## config.mk

```make
export PLATFORM = sky130hd
export DESIGN_NAME = writer_priority_rw_lock_manager_core
export DESIGN_NICKNAME = d
export VERILOG_FILES = /design/src/design/wprw_pkg.sv /design/src/design/writer_priority_rw_lock_manager_core.sv /design/src/design/wprw_queue.sv
export SDC_FILE = /design/constraint.sdc
export NUM_CORES = 1
export LEC_CHECK = 0
export BUFFER_PORTS_ARGS = -buffer_cell sky130_fd_sc_hd__buf_4
export CAP_MARGIN = 5
export CORE_MARGIN = 5
export CORE_UTILIZATION = 31
export DETAILED_ROUTE_END_ITERATION = 8
export GPL_TIMING_DRIVEN = 0
export SYNTH_ARGS = -nofsm -noshare
export SYNTH_HDL_FRONTEND = slang
export SYNTH_SLANG_ARGS = --single-unit
export TNS_END_PERCENT = 5
```

## constraint.sdc

```tcl
create_clock -name clk -period 4.5 [get_ports clk]
set_input_delay 0.9 -clock clk [delete_from_list [all_inputs] [get_ports clk]]
set_output_delay 0.9 -clock clk [all_outputs]
set_load 0.01 [all_outputs]
```

## src/design/wprw_pkg.sv

```systemverilog
`default_nettype none
// ----------------------------------------------------------------------------
// wprw_pkg
// Shared types, codes and sizes for the writer-preferring readers-writer
// lock manager.
// ----------------------------------------------------------------------------
package wprw_pkg;

  // Sizes
  localparam int QUEUE_DEPTH  = 16;
  localparam int TASK_ID_BITS = 8;
  localparam int TID_W        = TASK_ID_BITS;
  localparam int PTR_W        = (QUEUE_DEPTH > 1) ? $clog2(QUEUE_DEPTH) : 1;
  localparam int CNT_W        = $clog2(QUEUE_DEPTH + 1);
  localparam int RC_W         = 9;
  localparam logic [RC_W-1:0] READER_MAX = {RC_W{1'b1}};

  // Request codes
  localparam logic [2:0] OP_RD_WAIT = 3'd0;
  localparam logic [2:0] OP_RD_TRY  = 3'd1;
  localparam logic [2:0] OP_RD_REL  = 3'd2;
  localparam logic [2:0] OP_WR_WAIT = 3'd3;
  localparam logic [2:0] OP_WR_TRY  = 3'd4;
  localparam logic [2:0] OP_WR_REL  = 3'd5;

  // Result status codes
  localparam logic [2:0] STAT_GRANTED  = 3'd0;
  localparam logic [2:0] STAT_QUEUED   = 3'd1;
  localparam logic [2:0] STAT_REFUSED  = 3'd2;
  localparam logic [2:0] STAT_FULL     = 3'd3;
  localparam logic [2:0] STAT_WOKE_R   = 3'd4;
  localparam logic [2:0] STAT_WOKE_W   = 3'd5;
  localparam logic [2:0] STAT_RELEASED = 3'd6;
  localparam logic [2:0] STAT_REL_ERR  = 3'd7;

  // Sequencer states
  typedef enum logic [1:0] {
    S_IDLE,
    S_EXEC,
    S_WAKE_R,
    S_WAKE_W
  } state_t;

  // Queue control and status
  typedef struct packed {
    logic push;
    logic pop;
  } q_ctrl_t;

  typedef struct packed {
    logic empty;
    logic full;
  } q_stat_t;

  // Advance a ring pointer with wrap
  function automatic logic [PTR_W-1:0] ptr_inc(input logic [PTR_W-1:0] p);
    logic [PTR_W-1:0] r;
    if (p == PTR_W'(QUEUE_DEPTH - 1)) r = '0;
    else r = p + 1'b1;
    return r;
  endfunction

endpackage
`default_nettype wire

```

## src/design/writer_priority_rw_lock_manager_core.sv

```systemverilog
`default_nettype none
// Sequencing: a request is taken in S_IDLE and decided in S_EXEC once the
//   output is free, which registers its first result word; a release that
//   wakes a task pops a queue instead, and the word goes out in a wake state.
// Throughput: in_stall holds off new requests until the last one is done;
//   woken readers leave at one wake per cycle while the output is not stalled.
// Reset: synchronous rst clears counts, owner, queue pointers and sequencer;
//   queue memories are not cleared.
// ----------------------------------------------------------------------------
// writer_priority_rw_lock_manager_core
// Readers-writer lock with FIFO queues of waiting readers and writers;
// writers take priority over new readers.
// ----------------------------------------------------------------------------
module writer_priority_rw_lock_manager_core (
  input  wire logic                        clk,
  input  wire logic                        rst,
  input  wire logic                        in_valid,
  output logic                             in_stall,
  input  wire logic [2:0]                  operation,
  input  wire logic [wprw_pkg::TID_W-1:0]  task_id,
  output logic                             out_valid,
  input  wire logic                        out_stall,
  output logic      [2:0]                  status,
  output logic      [wprw_pkg::TID_W-1:0]  task_id_out,
  output logic                             last
);

  wprw_pkg::state_t           state;
  wprw_pkg::state_t           state_next;
  logic [2:0]                 op;
  logic [wprw_pkg::TID_W-1:0] tid;
  logic [wprw_pkg::RC_W-1:0]  reader_count;
  logic [wprw_pkg::RC_W-1:0]  reader_count_next;
  logic                       writer_held;
  logic                       writer_held_next;
  logic [wprw_pkg::TID_W-1:0] writer_owner;
  logic [wprw_pkg::TID_W-1:0] writer_owner_next;

  wprw_pkg::q_ctrl_t          rq_ctrl;
  wprw_pkg::q_ctrl_t          wq_ctrl;
  wprw_pkg::q_stat_t          rq_stat;
  wprw_pkg::q_stat_t          wq_stat;
  logic [wprw_pkg::TID_W-1:0] rq_rdata;
  logic [wprw_pkg::TID_W-1:0] wq_rdata;

  logic                       ofree;
  logic                       emit;
  logic [2:0]                 emit_status;
  logic [wprw_pkg::TID_W-1:0] emit_tid;
  logic                       emit_last;
  logic                       to_wake_r;
  logic                       to_wake_w;
  logic                       done;

  // Waiting queues
  wprw_queue u_rq (
    .clk   (clk),
    .rst   (rst),
    .ctrl  (rq_ctrl),
    .wdata (tid),
    .stat  (rq_stat),
    .rdata (rq_rdata)
  );

  wprw_queue u_wq (
    .clk   (clk),
    .rst   (rst),
    .ctrl  (wq_ctrl),
    .wdata (tid),
    .stat  (wq_stat),
    .rdata (wq_rdata)
  );

  assign in_stall = (state != wprw_pkg::S_IDLE);
  assign ofree    = !out_valid || !out_stall;

  // Latch the request word
  always_ff @(posedge clk) begin
    if (state == wprw_pkg::S_IDLE && in_valid) begin
      op  <= operation;
      tid <= task_id;
    end
  end

  // Decide the request and drive lock updates and result words
  always_comb begin
    emit              = 1'b0;
    emit_status       = wprw_pkg::STAT_RELEASED;
    emit_tid          = '0;
    emit_last         = 1'b1;
    reader_count_next = reader_count;
    writer_held_next  = writer_held;
    writer_owner_next = writer_owner;
    rq_ctrl           = '0;
    wq_ctrl           = '0;
    to_wake_r         = 1'b0;
    to_wake_w         = 1'b0;
    done              = 1'b0;
    unique case (state)
      wprw_pkg::S_IDLE: begin
      end
      wprw_pkg::S_EXEC: begin
        if (ofree) begin
          unique case (op) inside
            wprw_pkg::OP_RD_WAIT, wprw_pkg::OP_RD_TRY: begin
              emit     = 1'b1;
              emit_tid = tid;
              done     = 1'b1;
              if (!writer_held && wq_stat.empty) begin
                if (reader_count == wprw_pkg::READER_MAX) begin
                  emit_status = wprw_pkg::STAT_REFUSED;
                end else begin
                  reader_count_next = reader_count + 1'b1;
                  emit_status       = wprw_pkg::STAT_GRANTED;
                end
              end else if (op == wprw_pkg::OP_RD_TRY) begin
                emit_status = wprw_pkg::STAT_REFUSED;
              end else if (rq_stat.full) begin
                emit_status = wprw_pkg::STAT_FULL;
              end else begin
                rq_ctrl.push = 1'b1;
                emit_status  = wprw_pkg::STAT_QUEUED;
              end
            end
            wprw_pkg::OP_RD_REL: begin
              if (reader_count == '0) begin
                emit        = 1'b1;
                emit_status = wprw_pkg::STAT_REL_ERR;
                done        = 1'b1;
              end else begin
                reader_count_next = reader_count - 1'b1;
                // Last reader out hands the lock to the oldest writer
                if (reader_count == wprw_pkg::RC_W'(1) && !wq_stat.empty) begin
                  wq_ctrl.pop = 1'b1;
                  to_wake_w   = 1'b1;
                end else begin
                  emit        = 1'b1;
                  emit_status = wprw_pkg::STAT_RELEASED;
                  done        = 1'b1;
                end
              end
            end
            wprw_pkg::OP_WR_WAIT, wprw_pkg::OP_WR_TRY: begin
              emit     = 1'b1;
              emit_tid = tid;
              done     = 1'b1;
              if (!writer_held && reader_count == '0) begin
                writer_held_next  = 1'b1;
                writer_owner_next = tid;
                emit_status       = wprw_pkg::STAT_GRANTED;
              end else if (op == wprw_pkg::OP_WR_TRY) begin
                emit_status = wprw_pkg::STAT_REFUSED;
              end else if (wq_stat.full) begin
                emit_status = wprw_pkg::STAT_FULL;
              end else begin
                wq_ctrl.push = 1'b1;
                emit_status  = wprw_pkg::STAT_QUEUED;
              end
            end
            wprw_pkg::OP_WR_REL: begin
              if (!writer_held) begin
                emit        = 1'b1;
                emit_status = wprw_pkg::STAT_REL_ERR;
                done        = 1'b1;
              end else begin
                writer_held_next  = 1'b0;
                writer_owner_next = '0;
                // Waiting readers go first, else the oldest writer
                if (!rq_stat.empty) begin
                  rq_ctrl.pop = 1'b1;
                  to_wake_r   = 1'b1;
                end else if (reader_count == '0 && !wq_stat.empty) begin
                  wq_ctrl.pop = 1'b1;
                  to_wake_w   = 1'b1;
                end else begin
                  emit        = 1'b1;
                  emit_status = wprw_pkg::STAT_RELEASED;
                  done        = 1'b1;
                end
              end
            end
            default: begin
              emit        = 1'b1;
              emit_status = wprw_pkg::STAT_REFUSED;
              emit_tid    = tid;
              done        = 1'b1;
            end
          endcase
        end
      end
      wprw_pkg::S_WAKE_R: begin
        // One woken reader per cycle unless stalled; fetch the next as it leaves
        if (ofree) begin
          emit        = 1'b1;
          emit_status = wprw_pkg::STAT_WOKE_R;
          emit_tid    = rq_rdata;
          if (reader_count != wprw_pkg::READER_MAX) begin
            reader_count_next = reader_count + 1'b1;
          end
          if (!rq_stat.empty) begin
            rq_ctrl.pop = 1'b1;
            emit_last   = 1'b0;
          end else begin
            done = 1'b1;
          end
        end
      end
      wprw_pkg::S_WAKE_W: begin
        if (ofree) begin
          emit              = 1'b1;
          emit_status       = wprw_pkg::STAT_WOKE_W;
          emit_tid          = wq_rdata;
          writer_held_next  = 1'b1;
          writer_owner_next = wq_rdata;
          done              = 1'b1;
        end
      end
      default: begin
      end
    endcase
  end

  // Sequencer next state
  always_comb begin
    state_next = state;
    unique case (state)
      wprw_pkg::S_IDLE: begin
        if (in_valid) state_next = wprw_pkg::S_EXEC;
      end
      wprw_pkg::S_EXEC: begin
        if (to_wake_r) state_next = wprw_pkg::S_WAKE_R;
        else if (to_wake_w) state_next = wprw_pkg::S_WAKE_W;
        else if (done) state_next = wprw_pkg::S_IDLE;
      end
      wprw_pkg::S_WAKE_R: begin
        if (done) state_next = wprw_pkg::S_IDLE;
      end
      wprw_pkg::S_WAKE_W: begin
        if (done) state_next = wprw_pkg::S_IDLE;
      end
      default: state_next = wprw_pkg::S_IDLE;
    endcase
  end

  // Hold sequencer and lock state
  always_ff @(posedge clk) begin
    if (rst) begin
      state        <= wprw_pkg::S_IDLE;
      reader_count <= '0;
      writer_held  <= 1'b0;
      writer_owner <= '0;
    end else begin
      state        <= state_next;
      reader_count <= reader_count_next;
      writer_held  <= writer_held_next;
      writer_owner <= writer_owner_next;
    end
  end

  // Output word register
  always_ff @(posedge clk) begin
    if (rst) begin
      out_valid <= 1'b0;
    end else if (emit) begin
      out_valid <= 1'b1;
    end else if (!out_stall) begin
      out_valid <= 1'b0;
    end
  end

  always_ff @(posedge clk) begin
    if (emit) begin
      status      <= emit_status;
      task_id_out <= emit_tid;
      last        <= emit_last;
    end
  end

  // Lock invariants
  a_owner_clear: assert property (@(posedge clk) disable iff (rst)
    !writer_held |-> writer_owner == '0)
    else $error("writer owner set while no writer holds the lock");

  a_excl: assert property (@(posedge clk) disable iff (rst)
    writer_held |-> reader_count == '0)
    else $error("writer holds the lock while readers are counted");

  a_drain_no_writer: assert property (@(posedge clk) disable iff (rst)
    state == wprw_pkg::S_WAKE_R |-> !writer_held)
    else $error("writer held during reader wake-up");

  a_wake_w_free: assert property (@(posedge clk) disable iff (rst)
    state == wprw_pkg::S_WAKE_W |-> (reader_count == '0 && !writer_held))
    else $error("writer wake-up while lock is taken");

endmodule
`default_nettype wire

```

## src/design/wprw_queue.sv

```systemverilog
`default_nettype none
// ----------------------------------------------------------------------------
// wprw_queue
// FIFO of waiting task ids in a synchronous memory; a pop registers the head
// entry onto rdata, valid in the cycle after the pop and held until the next pop.
// ----------------------------------------------------------------------------
module wprw_queue (
  input  wire logic                        clk,
  input  wire logic                        rst,
  input  wire wprw_pkg::q_ctrl_t           ctrl,
  input  wire logic [wprw_pkg::TID_W-1:0]  wdata,
  output wprw_pkg::q_stat_t                stat,
  output logic      [wprw_pkg::TID_W-1:0]  rdata
);

  logic [wprw_pkg::TID_W-1:0] mem [wprw_pkg::QUEUE_DEPTH];
  logic [wprw_pkg::PTR_W-1:0] head;
  logic [wprw_pkg::PTR_W-1:0] tail;
  logic [wprw_pkg::CNT_W-1:0] count;
  logic [wprw_pkg::CNT_W-1:0] count_next;

  // Write at tail, read at head
  always_ff @(posedge clk) begin
    if (ctrl.push) mem[tail] <= wdata;
    if (ctrl.pop) rdata <= mem[head];
  end

  // Track occupancy
  always_comb begin
    case ({ctrl.push, ctrl.pop})
      2'b10:   count_next = count + 1'b1;
      2'b01:   count_next = count - 1'b1;
      default: count_next = count;
    endcase
  end

  // Advance pointers
  always_ff @(posedge clk) begin
    if (rst) begin
      head  <= '0;
      tail  <= '0;
      count <= '0;
    end else begin
      if (ctrl.push) tail <= wprw_pkg::ptr_inc(tail);
      if (ctrl.pop) head <= wprw_pkg::ptr_inc(head);
      count <= count_next;
    end
  end

  assign stat.empty = (count == '0);
  assign stat.full  = (count == wprw_pkg::CNT_W'(wprw_pkg::QUEUE_DEPTH));

endmodule
`default_nettype wire
```

# After elaboration in Yosys (flattened, before gate mapping)
# Memory sizes are Yosys's and may differ from the RTL's. A register that Yosys moved wholly into a read port is not among the register bits.
# Index checks and enable logic that the tools add are counted.
totals:
  register_bits: 62
  ramBits: 256
  inputBits: 15
  mem_count: 2
op_classes:
  addsub: 10
  n_eq_ne: 33
  muxes: 88
  n_reduce_logical: 27
memory_table:
  columns: ["memory", "words", "width", "rd", "rd_ports_with_merged_regs", "wr", "line_no", "text"]
  rows:
  - ["u_rq.mem", 16, 8, 1, 1, 1, "wprw_queue.sv:16", "logic [wprw_pkg::TID_W-1:0] mem [wprw_pkg::QUEUE_DEPTH];"]
  - ["u_wq.mem", 16, 8, 1, 1, 1, "wprw_queue.sv:16", null]
op_table:
  columns: ["op", "count"]
  rows:
  - ["$mux W9", 6]
  - ["$mux W1", 42]
  - ["$pmux W9 S2", 2]
  - ["$mux W8", 4]
  - ["$mux W2", 14]
  - ["$pmux W8 S3", 1]
  - ["$pmux W5 S2", 2]
  - ["$add A4 B1 Y4 const B", 4]
  - ["$eq A4 B4 Y1 const B", 4]
  - ["$mux W4", 4]
  - ["$ne A3 B3 Y1 const B", 4]
  - ["$pmux W1 S2", 6]
  - ["$pmux W3 S4", 1]
  - ["$add A5 B1 Y5 const B", 2]
  - ["$eq A5 B5 Y1 const B", 2]
  - ["$logic_not A5 Y1", 2]
  - ["$ne A2 B2 Y1 const B", 5]
  - ["$reduce_bool A2 Y1", 5]
  - ["$sub A5 B1 Y5 const B", 2]
  - ["$add A9 B1 Y9 const B", 1]
  - ["$eq A9 B1 Y1 const B", 1]
  - ["$eq A9 B9 Y1 const B", 1]
  - ["$logic_not A9 Y1", 1]
  - ["$mux W3", 3]
  - ["other kinds (21)", 39]

# Depth between registers and ports, before layout
logic_depth:
  word_depth: 13
  ltp_mapped: 16

# Cells and area by module
# Synthesis repeated with hierarchy kept, for this count alone.
hier_totals:
  cells_unflattened: 910
  area_unflattened_um2: 14616.5
by_module_without_submodules:
  columns: ["mod", "n_inst", "cells_per_inst", "area_per_inst_um2"]
  rows:
  - ["wprw_queue", 2, 330, 6127.1]
  - ["writer_priority_rw_lock_manager_core", 1, 250, 2362.3]

# Least setup slack after synthesis
# OpenSTA, ideal clock, no wires.
synth_timing:
  kind: "input -> register"
  startpoint: "in out_stall"
  endpoint: "reg u_rq.count[4] (netlist name)"
  setup_time_ns: 0.128
  t_arrival_ns: 3.383
  required_ns: 4.372
  path_slack_ns: 0.990
  path_stages: 13
  path_buffers: 0
  path_cell_list: "a21bo_2 > nor2_1 > o211ai_1 > inv_1 > ha_1 > inv_1 > fa_1 > nor2b_1 > o21ai_0 > and3_1 > nor3_1 > xnor2_1 > nor2_1"
synth_lines:
  columns: ["element", "line_no", "text"]
  rows:
  - ["start, declared", "writer_priority_rw_lock_manager_core.sv:22", "input wire logic out_stall,"]
  - ["end signal, assigned", "wprw_queue.sv:46", "count <= count_next;"]
  - ["end, declared", "wprw_queue.sv:19", "logic [wprw_pkg::CNT_W-1:0] count;"]

==> reports/summary.txt <==
Synthesis-stage register bit count - 334
CTS tree - built
Critical Path Slowest Stage Cell - inv_1
GRT Util Overall - 11.9%
DR vias - 7,373
Total Die Area - 0.0492 sq mm
Share of cells above drive strength 1 - 21.7%
Leakage power - 5.03 nW
Nets - 926
First-pass GRT wire length - 45,500 um
Worst EP arrival - 4440 ps
CTS max path bufs - 3
Critical path launch point type - flop
Avg WL per Cell - 19.8 um
Core Area - 0.0443 sq mm
RSZ-0062 raised after global routing - no
DRC - 0
Vias in the first global route - 7,461
Final ANT Viol Nets - 0
FP Rows - 77
Peak supply drop - 221 uV
Die W - 222 um
Design Area, Final - 0.0161 sq mm
Fill count - 4,114
Remaining global-route overflow - 0
YS warnings - 0
Distinct cell type count after synthesis - 64
Final count of negative-setup-slack endpoints - 0
Setup TNS - 0 ps
Initial Utilization - 31.4%
Register area share after synthesis - 69.3%
Crit-path max FO - 12
Initial antenna violation count - 0
Largest stage delay on the critical path - 440 ps
Final Hold Fails - 0
Worst Skew - 12.7 ps
Die height - 222 um
Asr flop ratio synth - 0%
CP cell instances - inv_1, ha_1, a21bo_2, nor2_1, o211ai_1, inv_1, ha_1, inv_1, fa_1, nor2b_1, o21ai_0, and3_1, nor3_1, xnor2_1, nor2_1
F_max - 246 MHz
Largest net degree at the start of global routing - 34
Post-synth EDFFs - 295
Pwr per Cell Area - 415 mW/mm^2
Cts repair resizes - 0
Max H-tree Level - 2
Mapped cell area - 0.0139 sq mm
DP Area - 0.0149 sq mm
DR pass1 iterations - 9
Worst slew pin tran - 1310 ps
Worst Hold Class - flop to flop
N_diodes - 0
WP data required - 4870 ps
Sink Count - 334
Area grow syn2layout - 15.7%
Worst-path clk slew - 60 ps
Top FF cell, synth - edfxtp_1
Hold-fix buffers, CTS - 0
Kind of end point of the critical path - flop
Post-CTS setup buffers - 0
Worst Path Class, Setup - flop to flop
Total CTS buffers - 35
Placer Congestion - 0.838
Syn_nets - 856
Final HPWL DP - 19,300 um
Max-slew headroom - 12.4%
# port buffers - 28
Status - finished clean
I/O pins - 29
Tcrit/Tclk final - 90.4%
Syn Inst Count - 812
Iteration-0 DRC Markers - 699
DR vias/cell - 4.92
Aggregate routed wire length - 29,700 um
CP dominant cell by count - inv_1
Max-cap viol count - 0
Min Clock Period, post-route - 4070 ps
Pins over their slew limit - 0
Clk root buf - clkbuf_16
Worst-Skew Late Latency - 510 ps
Synth Area per Inst - 17.1 sq um
## where the power goes
part	leakage [nW]	switching [W]	internal [W]
sequential	2.98	0.0000786	0.00343
combinational	1.50	0.000202	0.000125
clock	0.557	0.00115	0.00168
total	5.03	0.00143	0.00524
## final timing paths
path / to / depth (start not counted) / slack [ps] / from
setup reg to reg: u_rq.count[4]$_SDFFE_PP0P_ / 15 / 430 / state[1]$_SDFFE_PP0P_
hold reg to reg: u_rq.count[2]$_SDFFE_PP0P_ / 2 / 530 / u_rq.count[2]$_SDFFE_PP0P_
setup / recovery: u_rq.count[4]$_SDFFE_PP0P_ / 15 / 430 / state[1]$_SDFFE_PP0P_
hold / removal: u_rq.count[2]$_SDFFE_PP0P_ / 2 / 530 / u_rq.count[2]$_SDFFE_PP0P_
## cells in the mapped netlist, types with 2 or more instances
library cell	number	area, sq um
o31ai_1	3	22.5
inv_1	21	78.8
nand2b_1	6	37.5
dfxtp_1	39	781
fa_1	2	40.0
clkbuf_1	26	97.6
nand3b_1	3	22.5
nor3_1	17	85.1
and3_1	5	31.3
xnor2_1	6	52.6
nand4_1	3	18.8
o32ai_1	2	17.5
mux4_2	80	1800
a211oi_1	4	30.0
edfxtp_1	295	8860
nand2_1	36	135
nand3_1	3	15.0
a222oi_1	8	80.1
clkbuf_8	3	41.3
a21o_1	4	30.0
nor4_1	3	18.8
xor2_1	13	114
buf_1	3	11.3
o211ai_1	3	22.5
nand4b_1	3	26.3
nor2_1	87	327
a31oi_1	5	31.3
a41oi_1	2	17.5
o21ai_0	15	75.1
nor2b_1	5	31.3
and2_1	3	18.8
nor3b_1	3	22.5
o41ai_1	2	17.5
buf_2	10	50.1
ha_1	27	338
a21oi_1	26	130
a21bo_2	2	20.0
a311oi_1	3	26.3
mux2i_1	5	50.1
or2_2	2	12.5
## logic make-up (layout without fill, tap and decap cells)
group	after synthesis	after routing	share of synthesized area, %
AOI/OAI and AO/OA	88	88	4.35
xor gates and xnor gates	19	19	1.20
adders and majority gates	29	29	2.72
buffers and inverters	64	160	2.09
DFF	334	334	69.3
muxes	85	85	13.3
and+or+nand+nor	193	193	6.98
## registers in the layout (all words and copies together), names as in the netlist, 2 cells and up
name and cells:
u_rq.tail 4, status 3, u_wq.tail 4, reader_count 9, op 3, state 2
u_wq.rdata 8, task_id_out 8, u_wq.head 4, u_rq.rdata 8, u_rq.head 4, tid 8
u_wq.count 5, u_rq.mem 128, u_rq.count 5, u_wq.mem 128
## worst max-delay path: cells and delay by family, from the launching register on
family / cells / cell delay (ps)
AO/OA/AOI/OAI: 3 / 690
flip-flops: 1 / 350
buffers and inverters: 3 / 640
XOR/XNOR: 1 / 170
AND/OR/NAND/NOR: 5 / 1010
adder cells (fa/ha/maj): 3 / 1070
## area by class of cell
type	count	area (sq um)	share of cell area, %
buffer	43	211	1.32
clock buffer	44	952	5.92
clock inverter	19	175	1.09
inverter	21	78.8	0.490
multi-input combinational	414	3980	24.7
sequential	334	9640	60.0
tap	592	741	4.61
timing repair buffer	33	305	1.90
## layer usage
metal	up-vias	track usage, %	part of all wire, %	routed length (um)
met4	0	3.28	2.8	836
met3	52	1.93	4.9	1470
li1	3343	-	-	-
met2	214	20.0	49	14600
met1	3764	16.1	43	12900
met5	-	0	0	0
## metrics by stage
stage          hold slack, ps  total power (W)  setup slack (ps)  util (%)  std cells
3_3_place_gp              511          0.00388               213      33.5       1432
4_1_cts                   539          0.00672               379      36.1       1495
6_report                  534          0.00667               431      36.3       1500
5_1_grt                   536          0.00690               124      36.3       1500
2_1_floorplan             486          0.00375               990         -        812
3_5_place_dp              524          0.00389               173      33.5       1432
## cell usage in the layout (no fill, tap or decap), types with 4 or more instances in the layout
cell type	n
edfxtp_1	295
nor2_1	87
mux4_2	80
dfxtp_1	39
clkbuf_16	37
nand2_1	36
clkbuf_1	33
buf_4	29
ha_1	27
a21oi_1	26
inv_1	21
nor3_1	16
o21ai_0	15
xor2_1	13
buf_2	10
clkinv_2	9
a222oi_1	8
nand2b_1	6
xnor2_1	6
nor2b_1	5
and3_1	5
mux2i_1	5
a31oi_1	5
a211oi_1	4
a21o_1	4
clkinv_1	4
Note: power is estimated with default switching activity, not from simulation.
